--- config.mk ---
export PLATFORM = sky130hd
export DESIGN_NAME = pink_noise_shaping_filter
export DESIGN_NICKNAME = d
export VERILOG_FILES = /design/src/rtl/core/pnsf_pkg.sv /design/src/rtl/core/pnsf_lane.sv /design/src/rtl/core/pink_noise_shaping_filter.sv
export SDC_FILE = /design/constraint.sdc
export NUM_CORES = 2
export LEC_CHECK = 0
export BUFFER_PORTS_ARGS = -buffer_cell sky130_fd_sc_hd__buf_2
export CELL_PAD_IN_SITES_DETAIL_PLACEMENT = 1
export CELL_PAD_IN_SITES_GLOBAL_PLACEMENT = 1
export CORE_ASPECT_RATIO = 1.75
export CORE_UTILIZATION = 27
export DETAILED_ROUTE_END_ITERATION = 8
export PLACE_DENSITY = 0.5
export SYNTH_ARGS = -nofsm -noshare
export SYNTH_HDL_FRONTEND = slang
export SYNTH_SLANG_ARGS = --single-unit
--- constraint.sdc ---
create_clock -name clock -period 8.55 [get_ports clock]
set_clock_uncertainty 0.2 [all_clocks]
set_input_delay 1.71 -clock clock [delete_from_list [all_inputs] [get_ports clock]]
set_output_delay 1.71 -clock clock [all_outputs]
set_load 0.05 [all_outputs]
--- src/rtl/core/pnsf_pkg.sv ---
// ----------------------------------------------------------------------------
// pnsf_pkg: shared types, constants and helpers of the pink noise filter
// Word types, filter coefficients in Q2.30, the sequencer states, lane
// control and the round / saturate helpers used by the datapath.
// ----------------------------------------------------------------------------
`default_nettype none

package pnsf_pkg;

   // field widths
   localparam int SAMPLE_W = 16;           // Q5.11 sample
   localparam int PINK_W   = 24;           // Q4.20 pink sample
   localparam int STATE_W  = 32;           // Q8.24 filter state
   localparam int COEF_W   = 32;           // Q2.30 coefficient
   localparam int NSEC     = 6;            // number of leaky sections
   localparam int NLANE    = NSEC + 2;     // sections plus two scaling lanes

   // serial multiply geometry
   localparam int OP_W   = STATE_W;        // longest serial operand
   localparam int HI_W   = COEF_W + 1;     // upper part of the product register
   localparam int SUM_W  = COEF_W + 2;     // adder width in a lane
   localparam int PROD_W = OP_W + HI_W;    // full product register
   localparam int ACC_W  = STATE_W + 4;    // sum of eight terms
   localparam int DIR_W  = STATE_W + 1;    // direct term
   localparam int CNT_W  = $clog2(OP_W);

   // round positions
   localparam int SH_WHITE = 46;           // 16 serial steps plus 30
   localparam int SH_XS    = 33;           // 16 serial steps plus 17
   localparam int SH_STATE = 30;           // 32 serial steps, Q30 back to Q24
   localparam int SH_PINK  = 4;            // Q8.24 down to Q4.20

   typedef logic signed [COEF_W-1:0] coef_type;
   typedef logic signed [PROD_W-1:0] prod_type;

   // section coefficients: s = a*s + b*xs
   localparam coef_type SEC_A [NSEC] = '{
      32'sd1072517758, 32'sd1066569229, 32'sd1040455827,
      32'sd930397290,  32'sd590558003,  -32'sd817761773
   };
   localparam coef_type SEC_B [NSEC] = '{
      32'sd59611891,  32'sd80612134,  32'sd165197327,
      32'sd333381374, 32'sd572253067, -32'sd18144089
   };
   localparam coef_type K_WHITE  = 32'sd107374182;   // 0.1
   localparam coef_type K_SCALE  = 32'sd32212255;    // 0.03
   localparam coef_type K_DIRECT = 32'sd575740366;   // 0.5362
   localparam coef_type K_TAP    = 32'sd124474595;   // 0.115926

   // lane slots for the two scaling lanes
   localparam int LANE_WD = NSEC;          // white, then direct term
   localparam int LANE_ST = NSEC + 1;      // scaled input, then tap

   typedef struct packed {
      logic signed [SAMPLE_W-1:0] white_sample;
      logic                       end_of_block;
   } pnsf_req_type;

   typedef struct packed {
      logic signed [SAMPLE_W-1:0] white_out;
      logic signed [PINK_W-1:0]   pink_out;
      logic                       block_last;
   } pnsf_rsp_type;

   typedef enum logic [2:0] {
      ST_IDLE,
      ST_MUL_W,
      ST_XS,
      ST_MUL_S,
      ST_ROUND,
      ST_SUM,
      ST_FINISH
   } state_type;

   typedef struct packed {
      logic clear;
      logic run;
      logic msb;
   } lane_ctrl_type;

   // round half up: add half an lsb, then arithmetic shift
   function automatic logic signed [PROD_W:0] round_shift(input prod_type p,
                                                          input int unsigned sh);
      logic signed [PROD_W:0] w;
      w = {p[PROD_W-1], p} + ((PROD_W+1)'(1) << (sh - 1));
      return w >>> sh;
   endfunction

   // clamp to an n-bit signed range
   function automatic logic signed [PROD_W:0] sat_to(input logic signed [PROD_W:0] v,
                                                     input int unsigned n);
      logic signed [PROD_W:0] hi_lim;
      logic signed [PROD_W:0] lo_lim;
      hi_lim = ($signed((PROD_W+1)'(1)) <<< (n - 1)) - 1;
      lo_lim = -hi_lim - 1;
      if (v > hi_lim) begin
         return hi_lim;
      end else if (v < lo_lim) begin
         return lo_lim;
      end else begin
         return v;
      end
   endfunction

endpackage

`default_nettype wire

--- src/rtl/core/pnsf_lane.sv ---
// ----------------------------------------------------------------------------
// pnsf_lane: bit-serial multiply-accumulate lane
// Forms coef1*op1 + coef2*op2 exactly, taking one bit of each operand per
// cycle while run is high, lsb first; the sign bit cycle subtracts instead of adding.
// ----------------------------------------------------------------------------
`default_nettype none

module pnsf_lane import pnsf_pkg::*; (
   input  logic          clock,
   input  lane_ctrl_type ctrl,
   input  logic          op1_bit,
   input  logic          op2_bit,
   input  coef_type      coef1,
   input  coef_type      coef2,
   output prod_type      product
);

   prod_type               prod_ff;
   prod_type               prod_in;
   logic signed [SUM_W-1:0] addend;
   logic signed [SUM_W-1:0] hi;

   // partial product of this bit pair, added at the top and shifted right
   always_comb begin
      addend = '0;
      if (op1_bit) begin
         addend = addend + {{(SUM_W-COEF_W){coef1[COEF_W-1]}}, coef1};
      end
      if (op2_bit) begin
         addend = addend + {{(SUM_W-COEF_W){coef2[COEF_W-1]}}, coef2};
      end
      if (ctrl.msb) begin
         addend = -addend;
      end
      hi      = {prod_ff[PROD_W-1], prod_ff[PROD_W-1:OP_W]} + addend;
      prod_in = {hi, prod_ff[OP_W-1:1]};
   end

   always_ff @(posedge clock) begin
      if (ctrl.clear) begin
         prod_ff <= '0;
      end else if (ctrl.run) begin
         prod_ff <= prod_in;
      end
   end

   assign product = prod_ff;

endmodule

`default_nettype wire

--- src/rtl/core/pink_noise_shaping_filter.sv ---
// ----------------------------------------------------------------------------
// pink_noise_shaping_filter: refined pink noise filter, fixed point
// One white sample in, one word out with the sample times 0.1 and the pink
// sample from six leaky sections, a delayed tap and a direct term.
// ----------------------------------------------------------------------------
// A word is taken at the end of an idle cycle, and its result is written to
// the output register after these steps: a bit-serial multiply over the
// input sample (white and 0.03 scaling), a round, a bit-serial multiply over
// the 32-bit section state and scaled sample, all eight lanes in parallel,
// a second round, the sum of the terms added one per cycle, and the write
// of the result. The serial multiplies set the pace. No new word is taken
// while a word is in work. A new word is taken in the cycle after the result
// has moved to the output register, even while that result waits for the
// consumer; the result is written as soon as the output register is free.
// ----------------------------------------------------------------------------
`default_nettype none

module pink_noise_shaping_filter import pnsf_pkg::*; (
   input  logic         clock,
   input  logic         reset,
   input  logic         req_valid,
   output logic         req_stall,
   input  pnsf_req_type req_word,
   output logic         rsp_valid,
   input  logic         rsp_stall,
   output pnsf_rsp_type rsp_word
);

   localparam logic [CNT_W-1:0] W_LAST   = CNT_W'(SAMPLE_W - 1);
   localparam logic [CNT_W-1:0] S_LAST   = CNT_W'(OP_W - 1);
   localparam logic [CNT_W-1:0] SUM_LAST = CNT_W'(NLANE - 1);

   state_type              state_ff, state_in;
   logic [CNT_W-1:0]       cnt_ff, cnt_in;
   logic                   accept;
   logic                   rsp_load;
   lane_ctrl_type          lane_ctrl;

   logic signed [SAMPLE_W-1:0] w_ff;
   logic                       eob_ff;
   logic signed [STATE_W-1:0]  xs_ff;
   logic signed [SAMPLE_W-1:0] white_ff;
   logic signed [STATE_W-1:0]  section_ff [NSEC];
   logic signed [STATE_W-1:0]  tap_ff;
   logic signed [STATE_W-1:0]  tap_next_ff;
   logic signed [DIR_W-1:0]    direct_ff;
   logic signed [ACC_W-1:0]    acc_ff;
   logic                       rsp_valid_ff;
   pnsf_rsp_type               rsp_word_ff;

   logic     op1_bit [NLANE];
   logic     op2_bit [NLANE];
   coef_type coef1   [NLANE];
   coef_type coef2   [NLANE];
   prod_type product [NLANE];

   logic signed [PROD_W:0]     white_wide, xs_wide, tap_wide, direct_wide, pink_wide;
   logic signed [PROD_W:0]     sec_wide [NSEC];
   logic signed [ACC_W-1:0]    sum_term;
   logic [2:0]                 sum_idx;

   // next state
   always_comb begin
      state_in = state_ff;
      case (state_ff)
         ST_IDLE:   if (req_valid)                      state_in = ST_MUL_W;
         ST_MUL_W:  if (cnt_ff == W_LAST)               state_in = ST_XS;
         ST_XS:                                         state_in = ST_MUL_S;
         ST_MUL_S:  if (cnt_ff == S_LAST)               state_in = ST_ROUND;
         ST_ROUND:                                      state_in = ST_SUM;
         ST_SUM:    if (cnt_ff == SUM_LAST)             state_in = ST_FINISH;
         ST_FINISH: if (!rsp_valid_ff || !rsp_stall)    state_in = ST_IDLE;
         default:                                       state_in = ST_IDLE;
      endcase
      cnt_in = (state_in != state_ff) ? '0 : cnt_ff + 1'b1;
   end

   // sequencer outputs
   always_comb begin
      req_stall       = (state_ff != ST_IDLE);
      accept          = (state_ff == ST_IDLE) && req_valid;
      rsp_load        = (state_ff == ST_FINISH) && (!rsp_valid_ff || !rsp_stall);
      lane_ctrl.clear = accept || (state_ff == ST_XS);
      lane_ctrl.run   = (state_ff == ST_MUL_W) || (state_ff == ST_MUL_S);
      lane_ctrl.msb   = ((state_ff == ST_MUL_W) && (cnt_ff == W_LAST)) ||
                        ((state_ff == ST_MUL_S) && (cnt_ff == S_LAST));
   end

   always_ff @(posedge clock) begin
      if (reset) begin
         state_ff <= ST_IDLE;
         cnt_ff   <= '0;
      end else begin
         state_ff <= state_in;
         cnt_ff   <= cnt_in;
      end
   end

   // lane operands: sections, then the white / direct and scale / tap lanes
   always_comb begin
      for (int i = 0; i < NSEC; i++) begin
         op1_bit[i] = (state_ff == ST_MUL_S) && section_ff[i][0];
         op2_bit[i] = (state_ff == ST_MUL_S) && xs_ff[0];
         coef1[i]   = SEC_A[i];
         coef2[i]   = SEC_B[i];
      end
      op1_bit[LANE_WD] = (state_ff == ST_MUL_W) && w_ff[0];
      op2_bit[LANE_WD] = (state_ff == ST_MUL_S) && xs_ff[0];
      coef1[LANE_WD]   = K_WHITE;
      coef2[LANE_WD]   = K_DIRECT;
      op1_bit[LANE_ST] = (state_ff == ST_MUL_W) && w_ff[0];
      op2_bit[LANE_ST] = (state_ff == ST_MUL_S) && xs_ff[0];
      coef1[LANE_ST]   = K_SCALE;
      coef2[LANE_ST]   = K_TAP;
   end

   for (genvar g = 0; g < NLANE; g++) begin : g_lane
      pnsf_lane u_lane (
         .clock   (clock),
         .ctrl    (lane_ctrl),
         .op1_bit (op1_bit[g]),
         .op2_bit (op2_bit[g]),
         .coef1   (coef1[g]),
         .coef2   (coef2[g]),
         .product (product[g])
      );
   end

   // rounding of lane products
   always_comb begin
      white_wide  = sat_to(round_shift(product[LANE_WD], SH_WHITE), SAMPLE_W);
      xs_wide     = sat_to(round_shift(product[LANE_ST], SH_XS), STATE_W);
      direct_wide = round_shift(product[LANE_WD], SH_STATE);
      tap_wide    = sat_to(round_shift(product[LANE_ST], SH_STATE), STATE_W);
      for (int i = 0; i < NSEC; i++) begin
         sec_wide[i] = sat_to(round_shift(product[i], SH_STATE), STATE_W);
      end
   end

   // term picked for the serial sum
   always_comb begin
      sum_idx = cnt_ff[2:0];
      case (sum_idx)
         3'(LANE_WD): sum_term = ACC_W'(tap_ff);
         3'(LANE_ST): sum_term = ACC_W'(direct_ff);
         default:     sum_term = ACC_W'(section_ff[sum_idx]);
      endcase
      pink_wide = sat_to(round_shift(PROD_W'(acc_ff), SH_PINK), PINK_W);
   end

   // filter state
   always_ff @(posedge clock) begin
      if (reset) begin
         for (int i = 0; i < NSEC; i++) begin
            section_ff[i] <= '0;
         end
         tap_ff <= '0;
      end else begin
         if (state_ff == ST_MUL_S) begin
            for (int i = 0; i < NSEC; i++) begin
               section_ff[i] <= {section_ff[i][0], section_ff[i][STATE_W-1:1]};
            end
         end else if (state_ff == ST_ROUND) begin
            for (int i = 0; i < NSEC; i++) begin
               section_ff[i] <= sec_wide[i][STATE_W-1:0];
            end
         end
         if (rsp_load) begin
            tap_ff <= tap_next_ff;
         end
      end
   end

   // working registers
   always_ff @(posedge clock) begin
      if (accept) begin
         w_ff   <= req_word.white_sample;
         eob_ff <= req_word.end_of_block;
      end else if (state_ff == ST_MUL_W) begin
         w_ff <= {w_ff[0], w_ff[SAMPLE_W-1:1]};
      end
      if (state_ff == ST_XS) begin
         xs_ff    <= xs_wide[STATE_W-1:0];
         white_ff <= white_wide[SAMPLE_W-1:0];
      end else if (state_ff == ST_MUL_S) begin
         xs_ff <= {xs_ff[0], xs_ff[STATE_W-1:1]};
      end
      if (state_ff == ST_ROUND) begin
         tap_next_ff <= tap_wide[STATE_W-1:0];
         direct_ff   <= direct_wide[DIR_W-1:0];
         acc_ff      <= '0;
      end else if (state_ff == ST_SUM) begin
         acc_ff <= acc_ff + sum_term;
      end
   end

   // output register
   always_ff @(posedge clock) begin
      if (reset) begin
         rsp_valid_ff <= 1'b0;
      end else if (rsp_load) begin
         rsp_valid_ff <= 1'b1;
      end else if (!rsp_stall) begin
         rsp_valid_ff <= 1'b0;
      end
   end

   always_ff @(posedge clock) begin
      if (rsp_load) begin
         rsp_word_ff.white_out  <= white_ff;
         rsp_word_ff.pink_out   <= pink_wide[PINK_W-1:0];
         rsp_word_ff.block_last <= eob_ff;
      end
   end

   assign rsp_valid = rsp_valid_ff;
   assign rsp_word  = rsp_word_ff;

endmodule

`default_nettype wire

Yosys cells after proc, flatten, opt, wreduce, memory -nomap -nowiden
Memory sizes are Yosys's and may differ from the RTL's. A register that Yosys moved wholly into a read port is not among the register bits.
Cells that the tools add are included.
- flip-flop bits (word level): 768
- RAM bits: 192
- input bits: 21
- memories: 1
- add/sub/neg operators: 37
- magnitude comparators: 20
- equal/unequal tests: 13
- muxes and demuxes: 76
- bitwise gates (word level): 12
- reduce and logical (&&, ||, !) cells: 23
- memory list (name ; words ; bits a word ; read ports ; clocked after memory_dff ; write ports ; RTL line ; source):
    section_ff ; 6 ; 32 ; 7 ; 1 ; 6 ; pink_noise_shaping_filter.sv:43 ; logic signed [STATE_W-1:0] section_ff [NSEC];
- operator list (cell ; number):
    32-bit 2-to-1 mux ; 29
    34-bit 2-to-1 mux ; 17
    65-bit by 31-bit adder with 66-bit output (second input constant) ; 7
    34-bit adder ; 8
    34-bit negation ; 8
    36-bit by 32-bit > comparator with 1-bit output (second input constant) ; 7
    36-bit by 32-bit less-than comparator with 1-bit output (second input constant) ; 7
    30-bit 2-to-1 mux ; 5
    36-bit one-hot mux with 2 select lines ; 1
    65-bit by 34-bit adder with 66-bit output (second input constant) ; 1
    65-bit by 47-bit adder with 66-bit output (second input constant) ; 1
    63-bit by 31-bit adder with 63-bit output (second input constant) ; 1
    16-bit 2-to-1 mux ; 3
    36-bit by 5-bit adder with 37-bit output (second input constant) ; 1
    36-bit adder ; 1
    34-bit adder (second input constant) ; 1
    33-bit by 24-bit > comparator with 1-bit output (second input constant) ; 1
    33-bit by 32-bit > comparator with 1-bit output (second input constant) ; 1
    33-bit by 24-bit less-than comparator with 1-bit output (second input constant) ; 1
    33-bit by 32-bit less-than comparator with 1-bit output (second input constant) ; 1
    27-bit by 30-bit adder with 31-bit output (second input constant) ; 1
    30-bit by 26-bit adder with 31-bit output (second input constant) ; 1
    30-bit by 27-bit adder with 31-bit output (second input constant) ; 1
    30-bit by 28-bit adder with 31-bit output (second input constant) ; 1
    28 further kinds ; 75

Logic depth before layout (Yosys ltp)
- depth in word-level cells: 8
- gate-level depth with buffers: 23
- mapped depth without buffers: 19

By module
From an unflattened synthesis, not the netlist that was laid out.
- cell total of the unflattened synthesis: 11193
- area total of the unflattened synthesis: 90070.1 µm²
- by module, submodules not included (module ; instances ; cells an instance ; area each (µm²) ; sequential area each (µm²)):
    pnsf_lane at g_lane[0].u_lane ... ; 7 ; 1029 ; 7749.9 ; 1301.2
    pink_noise_shaping_filter ; 1 ; 2966 ; 28153.3 ; 12441.9
    pnsf_lane at g_lane[7].u_lane ; 1 ; 1024 ; 7667.4 ; 1301.2

Worst setup path after synthesis
Ideal clock, no wire load.
- path type: register -> register
- start: register state_ff[1]
- end: register g_lane[6].u_lane.prod_ff[63]
- setup time: 74 ps
- arrival time: 6765 ps
- data required time: 8276 ps
- slack: 1510 ps
- stages on the path, launching flop included: 19
- clock period less this slack: 7040 ps
- cells stage by stage: dfxtp_1 clkbuf_1 nor2b_1 and2_1 clkbuf_1 nand2_1 ha_1 nor2_1 xor2_1 ha_1 a2111oi_0 o21ai_0 a41oi_1 a211oi_1 a21oi_1 a21o_1 o21ai_0 a311o_1 o21ai_0
- cells in the longest elaborated chain, start to end: 8
- elaborated cells on any way between the ends: 18
- those cells by class: add/sub (3); eq/ne (3); mux (3); reduce/logical (9)
- RTL lines (item ; RTL line ; source):
    from (decl) ; pink_noise_shaping_filter.sv:33 ; state_type state_ff, state_in;
    from (signal assigned) ; pink_noise_shaping_filter.sv:94 ; state_ff <= state_in;
    3-bit by 1-bit equality test with 1-bit output ; pink_noise_shaping_filter.sv:84, pink_noise_shaping_filter.sv:85, pink_noise_shaping_filter.sv:107 ;
    1-bit logical AND ; pink_noise_shaping_filter.sv:107 ; op1_bit[LANE_WD] = (state_ff == ST_MUL_W) && w_ff[0];
    27-bit 2-to-1 mux ; pnsf_lane.sv:26 ; if (op1_bit) begin
    27-bit by 30-bit adder with 31-bit output ; pnsf_lane.sv:30 ; addend = addend + {{(SUM_W-COEF_W){coef2[COEF_W-1]}}, coef2};
    34-bit 2-to-1 mux ; pnsf_lane.sv:29 ; if (op2_bit) begin
    34-bit negation ; pnsf_lane.sv:33 ; addend = -addend;
    34-bit 2-to-1 mux ; pnsf_lane.sv:32 ; if (ctrl.msb) begin
    34-bit adder ; pnsf_lane.sv:35 ; hi = {prod_ff[PROD_W-1], prod_ff[PROD_W-1:OP_W]} + addend;
    to (signal assigned) ; pnsf_lane.sv:43 ; prod_ff <= prod_in;
    to (decl) ; pnsf_lane.sv:18 ; prod_type prod_ff;
Parallel ways exist; a longest one is shown, timed or not.
A chain may end at the register's enable or synchronous reset.

Worst setup path in the final report
- start: register state_ff[2]
- end: register g_lane[2].u_lane.prod_ff[60]
- cells in the longest elaborated chain, start to end: 8
- elaborated cells on any way between the ends: 18
- those cells by class: add/sub (3); eq/ne (3); mux (3); reduce/logical (9)
- RTL lines (item ; RTL line ; source):
    3-bit by 2-bit equality test with 1-bit output ; -- ;
    1-bit logical AND ; pink_noise_shaping_filter.sv:102 ; op1_bit[i] = (state_ff == ST_MUL_S) && section_ff[i][0];
    30-bit 2-to-1 mux ; pnsf_lane.sv:26 ;
    30-bit by 28-bit adder with 31-bit output ; pnsf_lane.sv:30 ;
    34-bit 2-to-1 mux ; pnsf_lane.sv:29 ;
    34-bit negation ; pnsf_lane.sv:33 ;
    34-bit 2-to-1 mux ; pnsf_lane.sv:32 ;
    34-bit adder ; pnsf_lane.sv:35 ;
    to (signal assigned) ; pnsf_lane.sv:43 ;
    to (decl) ; pnsf_lane.sv:18 ;
Parallel ways exist; a longest one is shown, timed or not.

==> impl_metrics.yaml <==
job:
  max-cap-violations: 0
setup_path:
  critical_path_required_ns: 8.88
  reg2reg_depth: 20
  r2r_start: "state_ff[2]$_SDFF_PP0_"
  timing.critical_path.cells: "nor2b_4 > buf_4 > and2_1 > buf_4 > nand2_2 > inv_1 > ha_1 > nand2_1 > o21ai_0 > ha_1 > and2_1 > a221o_1 > o31a_1 > o31ai_1 > o21ai_1 > a221oi_1 > o21bai_1 > a21oi_1 > xor2_1 > o21ai_1"
  critPathSlowestCell: "inv_1"
  path_delay_family: "compound AO/OA/AOI/OAI gates"
  crit_fanout: 34
  cp-start-kind: "flop"
  timing.critical_path.to_type: "flop"
  worstSetupPathType: "flop to flop"
  reg2reg_to: "g_lane[2].u_lane.product[60]$_SDFFE_PP0P_"
  cp-startpoint: "state_ff[2]$_SDFF_PP0_"
  cp_num_buf_inv: 3
  critPathMaxStageDelay_ns: 0.89
  endpoint: "g_lane[2].u_lane.product[60]$_SDFFE_PP0P_"
  cp.depth: 20
  r2r_slack_ns: 1.0
  critical_path_arrival_ns: 7.89
detailed_routing:
  initialDrtViolationCount: 2083
  route.detailed.wl_per_inst_um: 23.3
  detailed_routing_iteration_count_for_the_pre_antenna_repair_pass: 5
  postRouteWirelength_um: 195000
  drt.antenna.violating_nets: 0
  drt_drc_violations_left: 0
  vias: 44016
  via_per_inst: 5.28
place:
  gp_congestion: 0.852
  portBuffers: 63
  post-dp-hpwl_um: 148000
sta:
  final-max-slew-violation-count: 0
  maxSlewHeadroom_pct: 11.0
  final-hold-violation-count: 0
  period_share_pct: 88.4
  highest_clock_rate_ghz: 0.132
  period_needed_ns: 7.55
  setup_viol_count_final: 0
  worst_pin_slew_ns: 1.34
  setup_tns_ns: 0
  setup_repair_after_global_routing_missed_its_margin: "no"
logic_synthesis:
  synth_enable_flop_cells: 363
  syn_avg_cell_area_um2: 8.63
  synth_seq_area_share_pct: 35.7
  postSynth.asyncResetShare_pct: 0
  synthesis.yosys.warnings: 0
  ys_ff_latch: 728
  synth_cell_types: 112
  synth.cell_area_mm2: 0.0509
  synth-compound-area-share_pct: 21.0
  synth_top_flop_cell: "dfxtp_1"
  yosys-mux-area-fraction_pct: 2.32
  largest_family_of_logic_cells_by_synthesized_area: "compound AO/OA/AOI/OAI gates"
  post_synth_fa_ha_maj_area_fraction_pct: 9.08
  synth.net_count: 6281
  xor_xnor_portion_of_the_synthesized_cell_area_pct: 9.08
  yosys.area_share.simple_pct: 19.4
  post_synthesis_cell_count: 5902
power:
  leakage_nw: 21.4
  p_seq_share_pct: 45.8
  power.internal_mw: 6.18
  share_of_total_power_consumed_by_net_switching_pct: 28.2
  net_switching_mw: 2.43
  combPwrFrac_pct: 9.7
  power_frac_clock_pct: 44.5
  p_total_mw: 8.60
  cell_pwr_density_mw_per_mm2: 152
  ir_worst_vdd_mv: 0.144
clocking:
  cts.path.max_buffers: 3
  tritoncts: "built"
  cts.root.buffer_cell: "clkbuf_16"
  cts.htree.levels: 3
  post-cts-setup-buffers: 0
  cts-buffers-inserted: 83
  post_cts_resize_count: 0
  cts.reportedPaths.clkPinSlew_ns: 0.07
  cts_hold_buf: 0
  clk_latency_ns: 0.69
  numClockSinks: 728
floorplan:
  initial_utilization_pct: 27.2
  dieWidth_um: 330
  core_area_mm2: 0.187
  row_count: 210
  die_h_um: 577
  overall_die_area_mm2: 0.190
  floorplan.io_pins: 64
global_routing:
  grt_util_all_layers_pct: 20.2
  antenna_violations_before_repair: 1
  grt_max_degree: 168
  first_global_vias: 46509
  grt_overflow: 0
  grt_first_pass_wirelength_um: 294000
layout:
  layout-drive-gt1-share_pct: 8.69
  areaGrowthSynthToFinish_pct: 11.1
  fillers: 21922
  most-common-layout-cells: "nand2_1 (843), nor2_1 (497), a21oi_1 (493)"
  layout.nets: 6202
  mostFrequentLayoutCell: "nand2_1"
outcome:
  result_of_the_run: "complete, no violations"
hold_path:
  worstHoldPathType: "flop to flop"
synth_stat cells (all sizes together), types with 127 or more instances:
| master | instances | share of area, % |
|---|---|---|
| nor2 | 509 | 3.8 |
| o21ai | 355 | 3.5 |
| inv | 147 | 1.1 |
| clkbuf | 245 | 1.8 |
| ha | 349 | 8.6 |
| a21oi | 503 | 5.0 |
| nand2 | 846 | 6.2 |
| xor2 | 239 | 4.1 |
| xnor2 | 289 | 5.0 |
| edfxtp | 363 | 21 |
| nand3 | 200 | 2.0 |
| dfxtp | 365 | 14 |
| a211oi | 127 | 1.9 |
worst min path at each step:
stage / startpoint / to / slack [ns] / cells after the start
final: white_ff[2]$_SDFFCE_PN1P_ / rsp_word[27]$_DFFE_PP_ / 0.22 / 0
after global routing: white_ff[2]$_SDFFCE_PN1P_ / rsp_word[27]$_DFFE_PP_ / 0.22 / 0
after CTS: white_ff[2]$_SDFFCE_PN1P_ / rsp_word[27]$_DFFE_PP_ / 0.22 / 0
after detailed placement: white_ff[15]$_SDFFCE_PN0P_ / rsp_word[40]$_DFFE_PP_ / 0.21 / 0
after global placement: white_ff[8]$_SDFFCE_PN1P_ / rsp_word[33]$_DFFE_PP_ / 0.20 / 0
after floorplan: eob_ff$_DFFE_PP_ / rsp_word[0]$_DFFE_PP_ / 0.20 / 0
area by class of cell:
cell class | instances | area, um2 | area share [%]
multi-input cells | 4733 | 31100 | 54.9
clock buffers | 104 | 2260 | 3.99
clock inverters | 52 | 523 | 0.924
flip-flops and latches | 728 | 18200 | 32.2
repair buffers | 129 | 886 | 1.57
well taps | 2438 | 3050 | 5.39
diodes | 1 | 2.50 | 0.00442
inverters | 148 | 556 | 0.982
stage by stage:
step           util, %  hold slack [ns]  instance area, um2  setup WS, ns  cells
4_1_cts           30.2            0.218               56600         0.900   8332
3_5_place_dp      28.8            0.206               53800         0.911   8176
3_3_place_gp      28.8            0.201               53800         0.970   8176
2_1_floorplan        -            0.200               50900          1.51   5902
5_1_grt           30.2            0.221               56600         0.596   8333
6_report          30.2            0.216               56600         0.996   8333
registers in the layout (all words and copies together), names as in the netlist:
| signal | count |
|---|---|
| state_ff | 3 |
| rsp_word | 41 |
| white_ff | 16 |
| cnt_ff | 5 |
| direct_ff | 33 |
| tap_next_ff | 32 |
| g_lane.u_lane.product | 288 |
| section_ff | 192 |
| eob_ff | 1 |
| w_ff | 16 |
| tap_ff | 32 |
| acc_ff | 36 |
| rsp_valid | 1 |
| xs_ff | 32 |
per-layer routing:
layer  wire (um)  GRT usage [%]
met1       77600           22.5
met2      106000           39.1
met3        3810           1.52
met4        6820           6.97
met5           0              0
cells by family after synthesis:
family	Yosys count
simple gates	2127
mux	74
flops	728
compound gates	1638
fa+ha+maj	366
buf+inv	441
xor+xnor	528
power groups by stage:
| stage | logic (mW) | registers (mW) | clock network [mW] |
|---|---|---|---|
| detailed placement | 0.845 | 4.02 | 0 |
| global placement | 0.839 | 4.02 | 0 |
| finish | 0.835 | 3.94 | 3.83 |
| global route | 0.909 | 3.96 | 4.04 |
| CTS | 0.850 | 3.94 | 3.96 |
| floorplan | 0.570 | 3.92 | 0 |
No activity file was read; power rests on OpenSTA's default activity.
